===== src/zone_mean_centroid_distance_defines.svh =====
// Assertion macros for the zone mean centroid distance block
`ifndef ZONE_MEAN_CENTROID_DISTANCE_DEFINES_SVH
`define ZONE_MEAN_CENTROID_DISTANCE_DEFINES_SVH

`ifndef ASSERT_OFF
`define ZMCD_ASSERT(label, prop, msg) \
  label: assert property (@(posedge clk) disable iff (rst) prop) else $error(msg);
`define ZMCD_ASSERT_ALWAYS(label, prop, msg) \
  label: assert property (@(posedge clk) prop) else $error(msg);
`else
`define ZMCD_ASSERT(label, prop, msg)
`define ZMCD_ASSERT_ALWAYS(label, prop, msg)
`endif

`endif


===== src/zmcd_pkg.sv =====
// Constants and codes for the zone mean centroid distance block
`timescale 1ns / 1ps
package zmcd_pkg;

  localparam int IMAGE_SIDE    = 1024;
  localparam int FRACTION_BITS = 8;

  localparam int COORD_W = 10;
  localparam int PIX_W   = 8;
  localparam int BOUND_W = 11;
  localparam int SUM_W   = 40;
  localparam int COUNT_W = 21;
  localparam int MEAN_W  = 19;

  localparam int SQ_W     = 2 * COORD_W + 1;
  localparam int RAD_W    = SQ_W + 2 * FRACTION_BITS;
  localparam int RAD_PAD  = RAD_W + (RAD_W % 2);
  localparam int ROOT_W   = RAD_PAD / 2;
  localparam int REM_W    = (ROOT_W + 2 > COUNT_W) ? ROOT_W + 2 : COUNT_W;
  localparam int TRIAL_W  = REM_W + 2;
  localparam int ITER_W   = $clog2(ROOT_W);

  localparam int IN_W  = 32;
  localparam int OUT_W = 40;

  localparam int CFG_IDX_W = 3;

  localparam logic [CFG_IDX_W-1:0] REG_CENTROID_ROW   = 3'd0;
  localparam logic [CFG_IDX_W-1:0] REG_CENTROID_COL   = 3'd1;
  localparam logic [CFG_IDX_W-1:0] REG_ZONE_ROW_START = 3'd2;
  localparam logic [CFG_IDX_W-1:0] REG_ZONE_ROW_END   = 3'd3;
  localparam logic [CFG_IDX_W-1:0] REG_ZONE_COL_START = 3'd4;
  localparam logic [CFG_IDX_W-1:0] REG_ZONE_COL_END   = 3'd5;

  localparam logic [COUNT_W-1:0] COUNT_MAX = {COUNT_W{1'b1}};
  localparam logic [SUM_W-1:0]   SUM_MAX   = {SUM_W{1'b1}};

  typedef logic [2:0] state_t;

  localparam state_t ST_IDLE  = 3'd0;
  localparam state_t ST_SQ1   = 3'd1;
  localparam state_t ST_SQ2   = 3'd2;
  localparam state_t ST_ROOT  = 3'd3;
  localparam state_t ST_ACC   = 3'd4;
  localparam state_t ST_DINIT = 3'd5;
  localparam state_t ST_DIV   = 3'd6;
  localparam state_t ST_OUT   = 3'd7;

endpackage


===== src/zone_mean_centroid_distance.sv =====
// Top level: zone mean distance of black pixels to a centroid
//
// Pixels arrive on the s_ group, one request per pixel; tlast marks the final
// pixel of a scan. A black pixel inside the zone has its distance to the
// centroid computed as an exact floor square root in Q11.8 and added to a
// running sum. On the last pixel the mean (sum / count, or 0 for no pixels)
// and the count are sent as one request on the m_ group, and the sums clear.
// Per pixel: a pixel that does not count leaves the sequencer idle unless it is
// last; a counted pixel takes two squaring steps on the one multiplier and the
// 19 iterations of the shared subtract-compare unit for the root, then the sum.
// A last pixel adds the division on the same unit.
// s_tready is high only while the sequencer is idle.
// The result sits in an output register; a stalled receiver holds it, and
// the sequencer only waits if a second result is ready before the first goes.
// Reset clears the sums, the sequencer and the output valid, and loads the
// default zone and centroid. cfg_* writes take effect at once while idle.
`timescale 1ns / 1ps
`include "zone_mean_centroid_distance_defines.svh"
module zone_mean_centroid_distance (
  input  logic                               clk,
  input  logic                               rst,
  input  logic                               cfg_we,
  input  logic [zmcd_pkg::CFG_IDX_W-1:0]     cfg_index,
  input  logic [zmcd_pkg::BOUND_W-1:0]       cfg_data,
  input  logic                               s_tvalid,
  output logic                               s_tready,
  // pixel_row [9:0], pixel_col [19:10], pixel_value [27:20], zero [31:28]
  input  logic [zmcd_pkg::IN_W-1:0]          s_tdata,
  input  logic                               s_tlast,
  output logic                               m_tvalid,
  input  logic                               m_tready,
  // mean_distance [18:0], black_count [39:19]
  output logic [zmcd_pkg::OUT_W-1:0]         m_tdata
);
  import zmcd_pkg::*;

  logic [COORD_W-1:0] centroid_row, centroid_col, zone_row_start, zone_col_start;
  logic [BOUND_W-1:0] zone_row_end, zone_col_end;

  state_t             state;
  logic [COORD_W-1:0] dr, dc;
  logic               last;
  logic [SQ_W-1:0]    sq;
  logic [REM_W-1:0]   rem;
  logic [ROOT_W-1:0]  quo;
  logic [RAD_PAD-1:0] shreg;
  logic [ITER_W-1:0]  iter;
  logic [SUM_W-1:0]   distance_sum;
  logic [COUNT_W-1:0] black_total;

  logic [COORD_W-1:0] in_row, in_col;
  logic [PIX_W-1:0]   in_val;
  logic               accept, counted;
  logic [COORD_W-1:0] mult_op;
  logic [2*COORD_W-1:0] prod;
  logic [TRIAL_W-1:0] trial_a, trial_b;
  logic [TRIAL_W:0]   diff;
  logic               fits;
  logic [SUM_W:0]     sum_add;

  assign in_row = s_tdata[COORD_W-1:0];
  assign in_col = s_tdata[2*COORD_W-1:COORD_W];
  assign in_val = s_tdata[2*COORD_W+PIX_W-1:2*COORD_W];

  assign s_tready = (state == ST_IDLE);
  assign accept   = s_tvalid && s_tready;

  assign counted = (in_val == '0) && (int'(in_row) < IMAGE_SIDE) &&
                   (int'(in_col) < IMAGE_SIDE) &&
                   (in_row >= zone_row_start) && (BOUND_W'(in_row) < zone_row_end) &&
                   (in_col >= zone_col_start) && (BOUND_W'(in_col) < zone_col_end) &&
                   (black_total < COUNT_MAX);

  assign mult_op = (state == ST_SQ1) ? dr : dc;
  assign prod    = mult_op * mult_op;

  always_comb begin
    if (state == ST_DIV) begin
      trial_a = TRIAL_W'({rem, shreg[RAD_PAD-1]});
      trial_b = TRIAL_W'(black_total);
    end else begin
      trial_a = TRIAL_W'({rem, shreg[RAD_PAD-1 -: 2]});
      trial_b = TRIAL_W'({quo, 2'b01});
    end
  end

  assign diff    = {1'b0, trial_a} - {1'b0, trial_b};
  assign fits    = !diff[TRIAL_W];
  assign sum_add = {1'b0, distance_sum} + (SUM_W+1)'(quo);

  always_ff @(posedge clk) begin
    if (rst) begin
      centroid_row   <= '0;
      centroid_col   <= '0;
      zone_row_start <= '0;
      zone_row_end   <= BOUND_W'(10);
      zone_col_start <= '0;
      zone_col_end   <= BOUND_W'(10);
    end else if (cfg_we) begin
      case (cfg_index)
        REG_CENTROID_ROW:   centroid_row   <= cfg_data[COORD_W-1:0];
        REG_CENTROID_COL:   centroid_col   <= cfg_data[COORD_W-1:0];
        REG_ZONE_ROW_START: zone_row_start <= cfg_data[COORD_W-1:0];
        REG_ZONE_ROW_END:   zone_row_end   <= cfg_data;
        REG_ZONE_COL_START: zone_col_start <= cfg_data[COORD_W-1:0];
        REG_ZONE_COL_END:   zone_col_end   <= cfg_data;
        default: ;
      endcase
    end
  end

  always_ff @(posedge clk) begin
    if (rst) begin
      state        <= ST_IDLE;
      distance_sum <= '0;
      black_total  <= '0;
      m_tvalid     <= 1'b0;
      iter         <= '0;
    end else begin
      if (m_tvalid && m_tready && state != ST_OUT) begin
        m_tvalid <= 1'b0;
      end
      case (state)
        ST_IDLE: begin
          if (accept) begin
            dr   <= (in_row > centroid_row) ? in_row - centroid_row : centroid_row - in_row;
            dc   <= (in_col > centroid_col) ? in_col - centroid_col : centroid_col - in_col;
            last <= s_tlast;
            if (counted) begin
              state <= ST_SQ1;
            end else if (s_tlast) begin
              state <= ST_DINIT;
            end
          end
        end
        ST_SQ1: begin
          sq    <= SQ_W'(prod);
          state <= ST_SQ2;
        end
        ST_SQ2: begin
          shreg <= RAD_PAD'(sq + SQ_W'(prod)) << (2 * FRACTION_BITS);
          rem   <= '0;
          quo   <= '0;
          iter  <= '0;
          state <= ST_ROOT;
        end
        ST_ROOT: begin
          rem   <= fits ? diff[REM_W-1:0] : trial_a[REM_W-1:0];
          quo   <= {quo[ROOT_W-2:0], fits};
          shreg <= shreg << 2;
          iter  <= iter + 1'b1;
          if (iter == ITER_W'(ROOT_W - 1)) begin
            state <= ST_ACC;
          end
        end
        ST_ACC: begin
          distance_sum <= sum_add[SUM_W] ? SUM_MAX : sum_add[SUM_W-1:0];
          black_total  <= black_total + 1'b1;
          state        <= last ? ST_DINIT : ST_IDLE;
        end
        ST_DINIT: begin
          rem   <= REM_W'(distance_sum >> ROOT_W);
          shreg <= RAD_PAD'({distance_sum[ROOT_W-1:0], {(RAD_PAD-ROOT_W){1'b0}}});
          quo   <= '0;
          iter  <= '0;
          state <= ST_DIV;
        end
        ST_DIV: begin
          rem   <= fits ? diff[REM_W-1:0] : trial_a[REM_W-1:0];
          quo   <= {quo[ROOT_W-2:0], fits};
          shreg <= shreg << 1;
          iter  <= iter + 1'b1;
          if (iter == ITER_W'(ROOT_W - 1)) begin
            state <= ST_OUT;
          end
        end
        ST_OUT: begin
          if (!m_tvalid || m_tready) begin
            m_tdata[MEAN_W-1:0]              <= (black_total == '0) ? '0 : MEAN_W'(quo);
            m_tdata[MEAN_W+COUNT_W-1:MEAN_W] <= black_total;
            m_tvalid     <= 1'b1;
            distance_sum <= '0;
            black_total  <= '0;
            state        <= ST_IDLE;
          end
        end
        default: state <= ST_IDLE;
      endcase
    end
  end

  `ZMCD_ASSERT(a_result_from_out, $rose(m_tvalid) |-> $past(state) == ST_OUT, "result without division")
  `ZMCD_ASSERT(a_clear_after_result, $rose(m_tvalid) |-> black_total == '0 && distance_sum == '0, "sums not cleared")
  `ZMCD_ASSERT(a_empty_mean_zero, m_tvalid && m_tdata[MEAN_W+COUNT_W-1:MEAN_W] == '0 |-> m_tdata[MEAN_W-1:0] == '0, "mean of empty scan not zero")
  `ZMCD_ASSERT_ALWAYS(a_reset_idle, !rst && $past(rst) |-> state == ST_IDLE && !m_tvalid, "not idle after reset")

endmodule


===== config.mk =====
export PLATFORM = sky130hd
export DESIGN_NAME = zone_mean_centroid_distance
export DESIGN_NICKNAME = d
export VERILOG_FILES = /design/src/zmcd_pkg.sv /design/src/zone_mean_centroid_distance.sv
export VERILOG_INCLUDE_DIRS = /design/src /design/src/src
export SDC_FILE = /design/constraint.sdc
export NUM_CORES = 1
export LEC_CHECK = 0
export ABC_AREA = 1
export BUFFER_PORTS_ARGS = -buffer_cell sky130_fd_sc_hd__buf_2
export CAP_MARGIN = 20
export CELL_PAD_IN_SITES_DETAIL_PLACEMENT = 1
export CELL_PAD_IN_SITES_GLOBAL_PLACEMENT = 1
export CORE_ASPECT_RATIO = 1.25
export CORE_MARGIN = 4
export CORE_UTILIZATION = 35
export CTS_CLUSTER_DIAMETER = 200
export DETAILED_ROUTE_END_ITERATION = 8
export GPL_ROUTABILITY_DRIVEN = 0
export PLACE_DENSITY_LB_ADDON = 0.05
export SYNTH_ARGS = -nofsm -noshare
export SYNTH_HDL_FRONTEND = slang
export SYNTH_SLANG_ARGS = --single-unit

===== constraint.sdc =====
create_clock -name clk -period 8.52 [get_ports clk]
set_clock_uncertainty 0.1 [all_clocks]
set_input_delay 2.556 -clock clk [delete_from_list [all_inputs] [get_ports clk]]
set_output_delay 2.556 -clock clk [all_outputs]
set_load 0.01 [all_outputs]

* Yosys cells after proc, flatten, opt, wreduce, memory -nomap -nowiden
Index checks and enable logic that the tools add are counted.
** Storage, ports and cells
- Bits in registers :: 291
- Input port bits :: 52
- Output and inout port bits :: 42
- Word-level logic and storage cells :: 118
** Operators by class
- Add/sub/neg operators :: 9
- $mul :: 1
- $lt $le $gt $ge :: 7
- Equal/unequal tests :: 19
- Mux-type cells :: 26
- Bitwise logic cells :: 1
- Reductions and logical operators :: 35
** Operators by type and width (number)
- $pmux W38 S4 :: 1
- $mux W40 :: 2
- $pmux W40 S2 :: 1
- $mux W21 :: 3
- $pmux W21 S3 :: 1
- $pmux W21 S2 :: 1
- $add A40 B19 Y41 :: 1
- $sub A10 B10 Y10 :: 4
- $pmux W19 S2 :: 1
- $mux W10 :: 3
- $pmux W3 S8 :: 1
- $sub A23 B21 Y24 :: 1
- $mux W23 :: 1
- $lt A10 B11 Y1 :: 2
- $reduce_and A2 Y1 :: 11
- $add A20 B20 Y21 :: 1
- $add A21 B1 Y21 const B :: 1
- $logic_not A21 Y1 :: 1
- $lt A21 B21 Y1 const B :: 1
- $mux W3 :: 7
- $ge A10 B10 Y1 :: 2
- $gt A10 B10 Y1 :: 2
- $mul A10 B10 Y20 :: 1
- $eq A3 B3 Y1 const B :: 6
- 22 further kinds :: 42

* Logic depth before layout (Yosys ltp)
Gate-level depths: netlist of the first run.
- Depth after elaboration :: 9
- Mapped depth :: 36
- Mapped depth without buffers :: 34

* Least setup slack after synthesis of the first run
Ideal clock, no wire load.
- Path type :: register to register
- Start point :: reg state[1]
- End point :: reg shreg[35] (data pin)
- Data arrival time :: 6530 ps
- Path slack :: 1630 ps
- Cell stages (with the launch flop) :: 33
- Path buffers :: 2
- Period minus slack after synthesis :: 6890 ps
- Cells stage by stage :: dfxtp_1 > inv_1 > ha_1 > nand2_2 > buf_4 > buf_2 > o21ai_0 > clkinv_1 > nor2_1 > inv_1 > fa_1 > inv_1 > fa_1 > ha_1 > fa_1 > inv_1 > fa_1 > inv_1 > ha_1 > a21oi_1 > inv_1 > a31oi_1 > o21ai_0 > xor2_1 > ha_1 > a21oi_1 > o21ai_0 > a211oi_1 > nand2_1 > nand2_1 > nand3_1 > nand3_1 > nand2_1
** Between the ends
- Longest elaborated chain between the ends :: 5
- Elaborated cells between the ends (all ways) :: 9
- Classes of those cells :: add/sub: 1; mul: 1; eq/ne: 5; mux: 2
** RTL lines
- start, declared :: line zone_mean_centroid_distance.sv:40 : state_t state;
- start signal, assigned :: line zone_mean_centroid_distance.sv:159 : state <= last ? ST_DINIT : ST_IDLE;
- $eq A3 B1 Y1 :: line zone_mean_centroid_distance.sv:74 : assign mult_op = (state == ST_SQ1) ? dr : dc;
- $mux W10 :: line zone_mean_centroid_distance.sv:74
- $mul A10 B10 Y20 :: line zone_mean_centroid_distance.sv:75 : assign prod = mult_op * mult_op;
- named net prod[10] :: line zone_mean_centroid_distance.sv:55 : logic [2*COORD_W-1:0] prod;
- $add A20 B20 Y21 :: line zone_mean_centroid_distance.sv:141 : shreg <= RAD_PAD'(sq + SQ_W'(prod)) << (2 * FRACTION_BITS);
- $pmux W38 S4 :: line zone_mean_centroid_distance.sv:123 : case (state)
- end signal, assigned :: line zone_mean_centroid_distance.sv:141
- end signal, assigned :: line zone_mean_centroid_distance.sv:150 : shreg <= shreg << 2;
- end signal, assigned :: line zone_mean_centroid_distance.sv:163 : shreg <= RAD_PAD'({distance_sum[ROOT_W-1:0], {(RAD_PAD-ROOT_W){1'b0}}});
- end, declared :: line zone_mean_centroid_distance.sv:46 : logic [RAD_PAD-1:0] shreg;
The timed path passes the listed nets, and every way through them passes these cells. The select of a mux whose other input is x is not followed.
A chain may end at the register's enable or synchronous reset.

* Final worst setup path of the first run
- Start point :: reg state[0]
- End point :: reg shreg[35] (data pin)
Same word-level chain as after synthesis.

==> results.md, run 1 <==
* Status: complete, no violations
* Ports at 94
* H-tree levels at 2
* CP Data Arrival Time at 7.99 ns
* Setup TNS after final layout at 0 ns
* #FFs+latches synth at 274
* Area of the mapped netlist at 21190 sq um
* CTS clk-pin slew, worst paths at 0.06 ns
* Synthesized instance count at 2901
* CTS tree: built
* Dpl cell area at 22430 sq um
* Total CTS buffers at 35
* Yosys warning count at 0
* Vias per cell at 5.055
* Longest Clk Path Bufs at 3
* Worst slew pin tran at 1.021 ns
* CTS Hold Buffers Added at 0
* Initial DRC count at 837
* DR vias at 19.00k
* Worst slew margin at 31.83%
* Most common cell after layout, fill and taps aside: nand2_1
* GRT overflow at 0
* Post-synth EDFFs at 142
* Clock latency on the worst-skew pair at 0.55 ns
* Routed WL at 67900 microns
* Fin. Hold Viols at 0
* Vias in the first global route at 20.43k
* Total Nets Final at 3267
* Gr usage total at 20.87%
* Hpwl dp at 54540 microns
* Initial core utilization at 35.44%
* Worst setup SP type: flip-flop
* Area Overhead vs Synth at 11.18%
* Core footprint at 59810 sq um
* Port Buf Inserts at 89
* Register area share after synthesis at 32.59%
* Fin. max-slew vios at 0
* Die width at 228.1 microns
* Worst setup path class: reg2reg
* RSZ-0062 raised after global routing: no
* Post-synth ARST share at 0%
* Initial DRT Pass Iterations at 6
* Largest net degree at the start of global routing at 80
* Synth unique cells at 58
* Die Y at 283.1 microns
* Slowest-stage cell, CP: fa_1
* Count of final setup violators at 0
* Share of cells above drive strength 1 at 6.950%
* Crit path time final at 7.811 ns
* Yosys top cell area share at 20.12%
* Mapped Nets at 3198
* Routed length per instance at 18.06 microns
* Antenna violations before repair at 1
* First-pass GRT wire length at 109300 microns
* Worst-path maximum fanout at 20
* Antenna violation net count after detailed routing at 0
* Most used cell, CP: inv_1
* Die area at 64580 sq um
* Most frequent cells in the layout: 727 x nand2_1, 468 x inv_1, 242 x a21oi_1
* Hold Crit Class: reg2reg
* CP max stage delay at 0.54 ns
* Crit share post-route at 91.68%
* Clk sink count at 274
* Top FF cell, synth: edfxtp_1
* Area leader, netlist: edfxtp_1
* Top post-synthesis cells by area: edfxtp_1 20%, nand2_1 13%, dfxtp_1 12%
* CP Capture Type: flip-flop
* Row cnt at 100
* Mean Syn Cell Area at 7.305 sq um
* DR DRC count at 0
* Root Buffer: clkbuf_16
* Crit path required time at 8.70 ns
* Max Freq at 128.0 MHz
* Post-layout instance area at 23560 sq um
* Maxcap violations at 0
final timing paths:
path,end,cells past startpoint,from,slack [ns]
max,shreg[35],29,state[0],0.71
min,zone_row_start[6],2,zone_row_start[6],0.36
max reg2reg,shreg[35],29,state[0],0.71
min reg2reg,zone_row_start[6],2,zone_row_start[6],0.36
repair_timing:
action | in CTS | in global routing
setup endpoints to repair | 0 | 2
hold endpoints to repair | 0 | 0
resized for setup | 0 | 2
buffers inserted | 0 | 0
sequential cells by signal, summed over array words and instances (netlist names), 3 cells and up:
name / count
distance_sum: 40
m_tdata: 40
shreg: 22
black_total: 21
rem: 21
quo: 19
sq: 19
zone_col_end: 11
zone_row_end: 11
centroid_col: 10
centroid_row: 10
dc: 10
dr: 10
zone_col_start: 10
zone_row_start: 10
iter: 5
state: 3
critical path: cells and delay by family, from the launching register on:
kind	cells	cell delay (ns)
buf+inv	6	0.56
flops	1	0.41
xor+xnor	1	0.32
fa+ha+maj	8	3.29
simple gates	7	1.00
compound gates	7	1.84
per-stage QoR:
| stage | hold slack (ns) | setup slack (ns) | instances | util (%) |
|---|---|---|---|---|
| floorplan | 0.3064 | 1.630 | 2901 | - |
| global placement | 0.3434 | 0.7063 | 3697 | 37.50 |
| detailed placement | 0.3531 | 0.5459 | 3697 | 37.50 |
| CTS | 0.3619 | 0.4978 | 3757 | 39.35 |
| global route | 0.3874 | 0.02419 | 3758 | 39.39 |
| finish | 0.3564 | 0.7087 | 3759 | 39.40 |
cell usage after synthesis, types with 8 or more instances:
cell,number
nand4_1,33
nor4_1,8
or2_2,12
edfxtp_1,142
fa_1,55
nand2_1,727
nor3_1,28
clkbuf_1,58
o21ai_1,21
nand3_1,130
nor2_1,238
ha_1,190
nand3b_1,11
buf_2,10
xnor2_1,32
dfxtp_1,132
a21oi_1,244
o211ai_1,9
xor2_1,55
inv_1,468
o21ai_0,185
cell families (layout without fill, tap and decap cells):
group / count (synthesis) / in the layout / share of synthesized area (%)
AOI/OAI and AO/OA: 523 / 523 / 13.38
xor gates and xnor gates: 87 / 87 / 3.595
adders and majority gates: 245 / 245 / 16.41
buffers and inverters: 554 / 646 / 10.00
DFF: 274 / 274 / 32.59
muxes: 3 / 3 / 0.1417
other: 0 / 1 / 0
and+or+nand+nor: 1215 / 1215 / 23.88
final cells by class:
class                      count  area, sq um
clock inverter                15        147.6
fill                        7502        36250
timing repair buffer         108        608.1
multi-input combinational   2073        12190
clock buffer                  45        954.7
tap                          765        957.2
sequential                   274         6907
inverter                     478         1795
antenna                        1        2.502
per-layer routing:
layer	up-vias	GRT usage [%]	wire [microns]
li1	9536	-	-
met1	9159	23.86	28030
met2	202	40.04	35970
met3	104	2.492	1617
met4	0	6.830	2284
met5	-	0	0
Power of run 1 is left out: the tool's default activity adds up to more than one toggle a clock period on the data nets, which glitch-free logic cannot reach.
==> run 2: changes to the inputs <==
--- a/config.mk
+++ b/config.mk
@@ -13,7 +13,7 @@
 export CELL_PAD_IN_SITES_GLOBAL_PLACEMENT = 1
 export CORE_ASPECT_RATIO = 1.25
 export CORE_MARGIN = 4
-export CORE_UTILIZATION = 35
+export CORE_UTILIZATION = 46
 export CTS_CLUSTER_DIAMETER = 200
 export DETAILED_ROUTE_END_ITERATION = 8
 export GPL_ROUTABILITY_DRIVEN = 0
==> run 2 against run 1 <==
Critical path depth down 1. Largest cell class unchanged. First-iteration DRC count down 19%. Hold slack better by 0.0025 ns. Sequential share of layout area up 0.27 points. Setup slack better by 0.064 ns. Flip-flop and latch count unchanged. Final cell count down 5.1%. Critical path type unchanged.
==> results.md, run 2 (synthesized netlist as in run 1, its figures left out) <==
* Max Freq at 129.1 MHz (was 128.0 MHz)
* Routed WL at 64740 microns (was 67900 microns)
* Die area at 49590 sq um (was 64580 sq um)
* Antenna violation net count after detailed routing at 0 (unchanged)
* Ports at 94 (unchanged)
* Root Buffer: clkbuf_16 (unchanged)
* Crit path time final at 7.748 ns (was 7.811 ns)
* Maxcap violations at 0 (unchanged)
* Worst slew pin tran at 0.9743 ns (was 1.021 ns)
* Top Registers: distance_sum (40), m_tdata (40), shreg (22) (unchanged)
* R2R depth at 28 (was 29)
* Vias in the first global route at 20.37k (was 20.43k)
* Setup TNS after final layout at 0 ns (unchanged)
* Fin. max-slew vios at 0 (unchanged)
* Worst-path maximum fanout at 22 (was 20)
* FF-to-FF setup slack at 0.77 ns (was 0.71 ns)
* DR DRC count at 0 (unchanged)
* FF-to-FF Start: state[1] (was state[0])
* CTS Hold Buffers Added at 0 (unchanged)
* Clock latency on the worst-skew pair at 0.53 ns (was 0.55 ns)
* # fillers at 5807 (was 7502)
* Area Overhead vs Synth at 10.14% (was 11.18%)
* Number of diodes at 0 (was 1)
* Total CTS buffers at 35 (unchanged)
* Largest net degree at the start of global routing at 77 (was 80)
* Hpwl dp at 51040 microns (was 54540 microns)
* Fin. Hold Viols at 0 (unchanged)
* H-tree levels at 2 (unchanged)
* Port Buf Inserts at 89 (unchanged)
* Initial core utilization at 46.69% (was 35.44%)
* Most common cell after layout, fill and taps aside: nand2_1 (unchanged)
* Worst slew margin at 34.85% (was 31.83%)
* Vias per cell at 5.391 (was 5.055)
* Die Y at 248.0 microns (was 283.1 microns)
* Worst setup SP type: flip-flop (unchanged)
* Share of cells above drive strength 1 at 6.827% (was 6.950%)
* Hold Crit Class: reg2reg (unchanged)
* Longest Clk Path Bufs at 3 (unchanged)
* Crit path required time at 8.69 ns (was 8.70 ns)
* Count of final setup violators at 0 (unchanged)
* CP max stage delay at 0.55 ns (was 0.54 ns)
* Core footprint at 45390 sq um (was 59810 sq um)
* Crit path launch: state[1] (was state[0])
* CP Capture Type: flip-flop (unchanged)
* Antenna violations before repair at 1 (unchanged)
* Most frequent cells in the layout: 727 x nand2_1, 468 x inv_1, 242 x a21oi_1 (unchanged)
* Post-CTS setup buffer count at 0 (unchanged)
* FF-to-FF End: shreg[34] (was shreg[35])
* Die width at 200.0 microns (was 228.1 microns)
* Crit path capture: shreg[34] (was shreg[35])
* Status: complete, no violations (unchanged)
* DP Cell Count at 3503 (was 3697)
* Routed length per instance at 18.15 microns (was 18.06 microns)
* GRT overflow at 0 (unchanged)
* Slowest-stage cell, CP: fa_1 (unchanged)
* CTS clk-pin slew, worst paths at 0.06 ns (about the same)
* CTS tree: built (unchanged)
* Gr usage total at 26.09% (was 20.87%)
* Post-CTS resize count at 0 (unchanged)
* Total Nets Final at 3261 (was 3267)
* DR vias at 19.22k (was 19.00k)
* Clk sink count at 274 (unchanged)
* Initial DRT Pass Iterations at 5 (was 6)
* Worst setup path class: reg2reg (unchanged)
* Initial DRC count at 676 (was 837)
* RSZ-0062 raised after global routing: no (unchanged)
* Row cnt at 87 (was 100)
* CP Data Arrival Time at 7.92 ns (was 7.99 ns)
* Crit share post-route at 90.93% (was 91.68%)
* Layout Cells excl Fill at 3566 (was 3759)
* First-pass GRT wire length at 104500 microns (was 109300 microns)
## run 2: layer usage
metal / part of all wire [%] / GRT usage, % / vias up
met1: 41 / 29.89 / 9324
met3: 2.5 / 2.553 / 120
met5: 0.011 / 0 / -
met2: 53 / 50.16 / 244
li1: - / - / 9534
met4: 3.3 / 8.533 / 2
## run 2: cell type report
type | instances | area (sq um) | share of cell area (%)
inverters | 478 | 1795 | 7.692
clock inverters | 12 | 146.4 | 0.6271
multi-input cells | 2073 | 12190 | 52.24
flip-flops and latches | 274 | 6907 | 29.59
repair buffers | 102 | 575.6 | 2.466
clock buffers | 49 | 1001 | 4.288
well taps | 578 | 723.2 | 3.098
## run 2: worst max-delay path: cells and delay by family (launching register included)
family,cells,cell delay [ns]
adder cells (fa/ha/maj),8,3.37
XOR/XNOR,1,0.15
flip-flops,1,0.33
AND/OR/NAND/NOR,4,0.75
AO/OA/AOI/OAI,9,2.06
buffers and inverters,6,0.71
## run 2: worst min path at each step
stage	to	slack (ns)	start	cells past startpoint
after floorplan	m_tdata[23]	0.31	black_total[4]	0
after global placement	zone_row_end[5]	0.34	zone_row_end[5]	2
after detailed placement	zone_col_end[4]	0.36	zone_col_end[4]	2
after CTS	zone_row_start[1]	0.36	zone_row_start[1]	2
after global routing	zone_col_start[4]	0.38	zone_col_start[4]	2
final	zone_row_start[1]	0.36	zone_row_start[1]	2
## run 2: metrics by stage
| stage | instance area (sq um) | setup WS (ns) | util [%] | hold WS, ns |
|---|---|---|---|---|
| 5_1_grt | 23340 | 0.09749 | 51.42 | 0.3778 |
| 3_5_place_dp | 22140 | 0.5846 | 48.78 | 0.3555 |
| 2_1_floorplan | 21190 | 1.630 | - | 0.3064 |
| 6_report | 23340 | 0.7723 | 51.42 | 0.3588 |
| 3_3_place_gp | 22140 | 0.7892 | 48.78 | 0.3428 |
| 4_1_cts | 23290 | 0.5643 | 51.31 | 0.3627 |
Power of run 2 is left out for the same reason.
==> run 3: changes to the inputs <==
--- a/config.mk
+++ b/config.mk
@@ -17,6 +17,7 @@
 export CTS_CLUSTER_DIAMETER = 200
 export DETAILED_ROUTE_END_ITERATION = 8
 export GPL_ROUTABILITY_DRIVEN = 0
+export GPL_TIMING_DRIVEN = 0
 export PLACE_DENSITY_LB_ADDON = 0.05
 export SYNTH_ARGS = -nofsm -noshare
 export SYNTH_HDL_FRONTEND = slang
==> run 3 against run 2 <==
Setup slack lost 0.22 ns. Flip-flop and latch count did not move. Maximum frequency down 2.8%. Critical endpoint is now shreg[28]. Highest routed layer is now met4.
==> results.md, run 3 (synthesized netlist as in run 1, its figures left out) <==
* CP Data Arrival Time at 8.20 ns (was 7.92 ns)
* Area Overhead vs Synth at 11.39% (was 10.14%)
* Crit path launch: state[1] (unchanged)
* Max Freq at 125.5 MHz (was 129.1 MHz)
* CP Capture Type: flip-flop (unchanged)
* Hold Path End: m_tdata[23] (was zone_row_start[1])
* Vias in the first global route at 21.18k (was 20.37k)
* CTS tree: built (unchanged)
* Multi-input gate area at 12220 sq um (was 12190 sq um)
* Status: complete, no violations (unchanged)
* Largest net degree at the start of global routing at 33 (was 77)
* Maxcap violations at 0 (unchanged)
* Most common cell after layout, fill and taps aside: nand2_1 (unchanged)
* Worst Hold Launch: black_total[4] (was zone_row_start[1])
* Routed length per instance at 18.94 microns (was 18.15 microns)
* Post-CTS setup buffer count at 0 (unchanged)
* Longest Clk Path Bufs at 3 (unchanged)
* Clock latency on the worst-skew pair at 0.61 ns (was 0.53 ns)
* Register area at 6907 sq um (unchanged)
* Initial DRC count at 687 (was 676)
* Share of cells above drive strength 1 at 7.211% (was 6.827%)
* DR vias at 19.74k (was 19.22k)
* Crit path time final at 7.968 ns (was 7.748 ns)
* H-tree levels at 1 (was 2)
* Crit share post-route at 93.52% (was 90.93%)
* R2R depth at 30 (was 28)
* CP max stage delay at 0.55 ns (about the same)
* Total Nets Final at 3323 (was 3261)
* # fillers at 5837 (was 5807)
* CTS clk-pin slew, worst paths at 0.07 ns (was 0.06 ns)
* Hpwl dp at 56330 microns (was 51040 microns)
* DR DRC count at 0 (unchanged)
* Worst setup path class: reg2reg (unchanged)
* Antenna violations before repair at 0 (was 1)
* Gr usage total at 27.60% (was 26.09%)
* Port Buf Inserts at 88 (was 89)
* Total CTS buffers at 31 (was 35)
* Row cnt at 87 (unchanged)
* Crit path required time at 8.75 ns (was 8.69 ns)
* Initial DRT Pass Iterations at 5 (unchanged)
* WP buf/inv at 8 (was 6)
* CP delay by family, top: adder cells (unchanged)
* FF-to-FF Start: state[1] (unchanged)
* Most frequent cells in the layout: 727 x nand2_1, 467 x inv_1, 241 x a21oi_1 (was 727 x nand2_1, 468 x inv_1, 242 x a21oi_1)
* Hold-critical path depth at 0 (was 2)
* Ports at 94 (unchanged)
* Die area at 49590 sq um (unchanged)
* Worst slew pin tran at 1.004 ns (was 0.9743 ns)
* Fin. max-slew vios at 0 (unchanged)
* Die Y at 248.0 microns (unchanged)
* First-pass GRT wire length at 109400 microns (was 104500 microns)
* Slowest-stage cell, CP: fa_1 (unchanged)
* Hold Crit Class: reg2reg (unchanged)
* Fin. Hold Viols at 0 (unchanged)
* Setup WS post-layout at 0.5519 ns (was 0.7723 ns)
* Root Buffer: clkbuf_16 (unchanged)
* RSZ-0062 raised after global routing: no (unchanged)
* Core footprint at 45390 sq um (unchanged)
* Count of final setup violators at 0 (unchanged)
* Pre-CTS WS at 0.2832 ns (was 0.5846 ns)
* FF-to-FF setup slack at 0.55 ns (was 0.77 ns)
* Top Registers: distance_sum (40), m_tdata (40), shreg (22) (unchanged)
* Die width at 200.0 microns (unchanged)
* Worst slew margin at 33.00% (was 34.85%)
* Vias per cell at 5.441 (was 5.391)
* Routed WL at 68740 microns (was 64740 microns)
* Setup TNS after final layout at 0 ns (unchanged)
* Initial core utilization at 46.69% (unchanged)
* Worst setup SP type: flip-flop (unchanged)
* Worst-path maximum fanout at 10 (was 22)
* Antenna violation net count after detailed routing at 0 (unchanged)
* Number of diodes at 0 (unchanged)
* FF-to-FF End: shreg[28] (was shreg[34])
* Clk sink count at 274 (unchanged)
* GRT overflow at 0 (unchanged)
[run 3: cell types whose count changed in the layout (fill, tap and decap cells not counted), sizes merged]
cell | before | now
inv | 474 | 480
buf | 102 | 109
clkinvlp | 1 | 3
clkinv | 12 | 7
clkbuf | 49 | 100
bufinv | 3 | 5
[run 3: what timing repair did]
item | CTS | global route
setup endpoints to repair | 0 | 10
hold buffers | 0 | 0
resized for setup | 0 | 15
[run 3: layout make-up]
cell class / count / area share [%]
clock buffers: 41 / 3.657
clock inverters: 17 / 1.065
well taps: 578 / 3.063
flip-flops and latches: 274 / 29.26
plain buffers: 76 / 1.383
inverters: 478 / 7.621
repair buffers: 92 / 2.194
multi-input cells: 2073 / 51.76
[run 3: worst max-delay path by stage]
| stage | to | slack (ns) | cells after the start |
|---|---|---|---|
| floorplan | shreg[35] | 1.63 | 32 |
| global placement | shreg[35] | 0.47 | 33 |
| detailed placement | shreg[35] | 0.28 | 33 |
| CTS | shreg[35] | 0.23 | 33 |
| global route | shreg[35] | 0.001 | 30 |
| finish | shreg[28] | 0.55 | 30 |
[run 3: stage by stage]
step | instances | area, sq um | hold WS (ns) | util [%]
after detailed placement | 3571 | 22460 | 0.3297 | 49.48
final | 3629 | 23610 | 0.3417 | 52.01
after floorplan | 2901 | 21190 | 0.3064 | -
after global placement | 3567 | 22360 | 0.3189 | 49.25
after global routing | 3629 | 23610 | 0.3660 | 52.01
after CTS | 3629 | 23580 | 0.3457 | 51.94
[run 3: layer usage]
metal / share of wire (%) / up-vias / track usage [%]
met4: 4.6 / 0 / 10.69
met2: 54 / 306 / 54.02
met5: 0 / - / 0
met3: 2.4 / 136 / 2.227
li1: - / 9675 / -
met1: 39 / 9627 / 30.40
Power of run 3 is left out for the same reason.
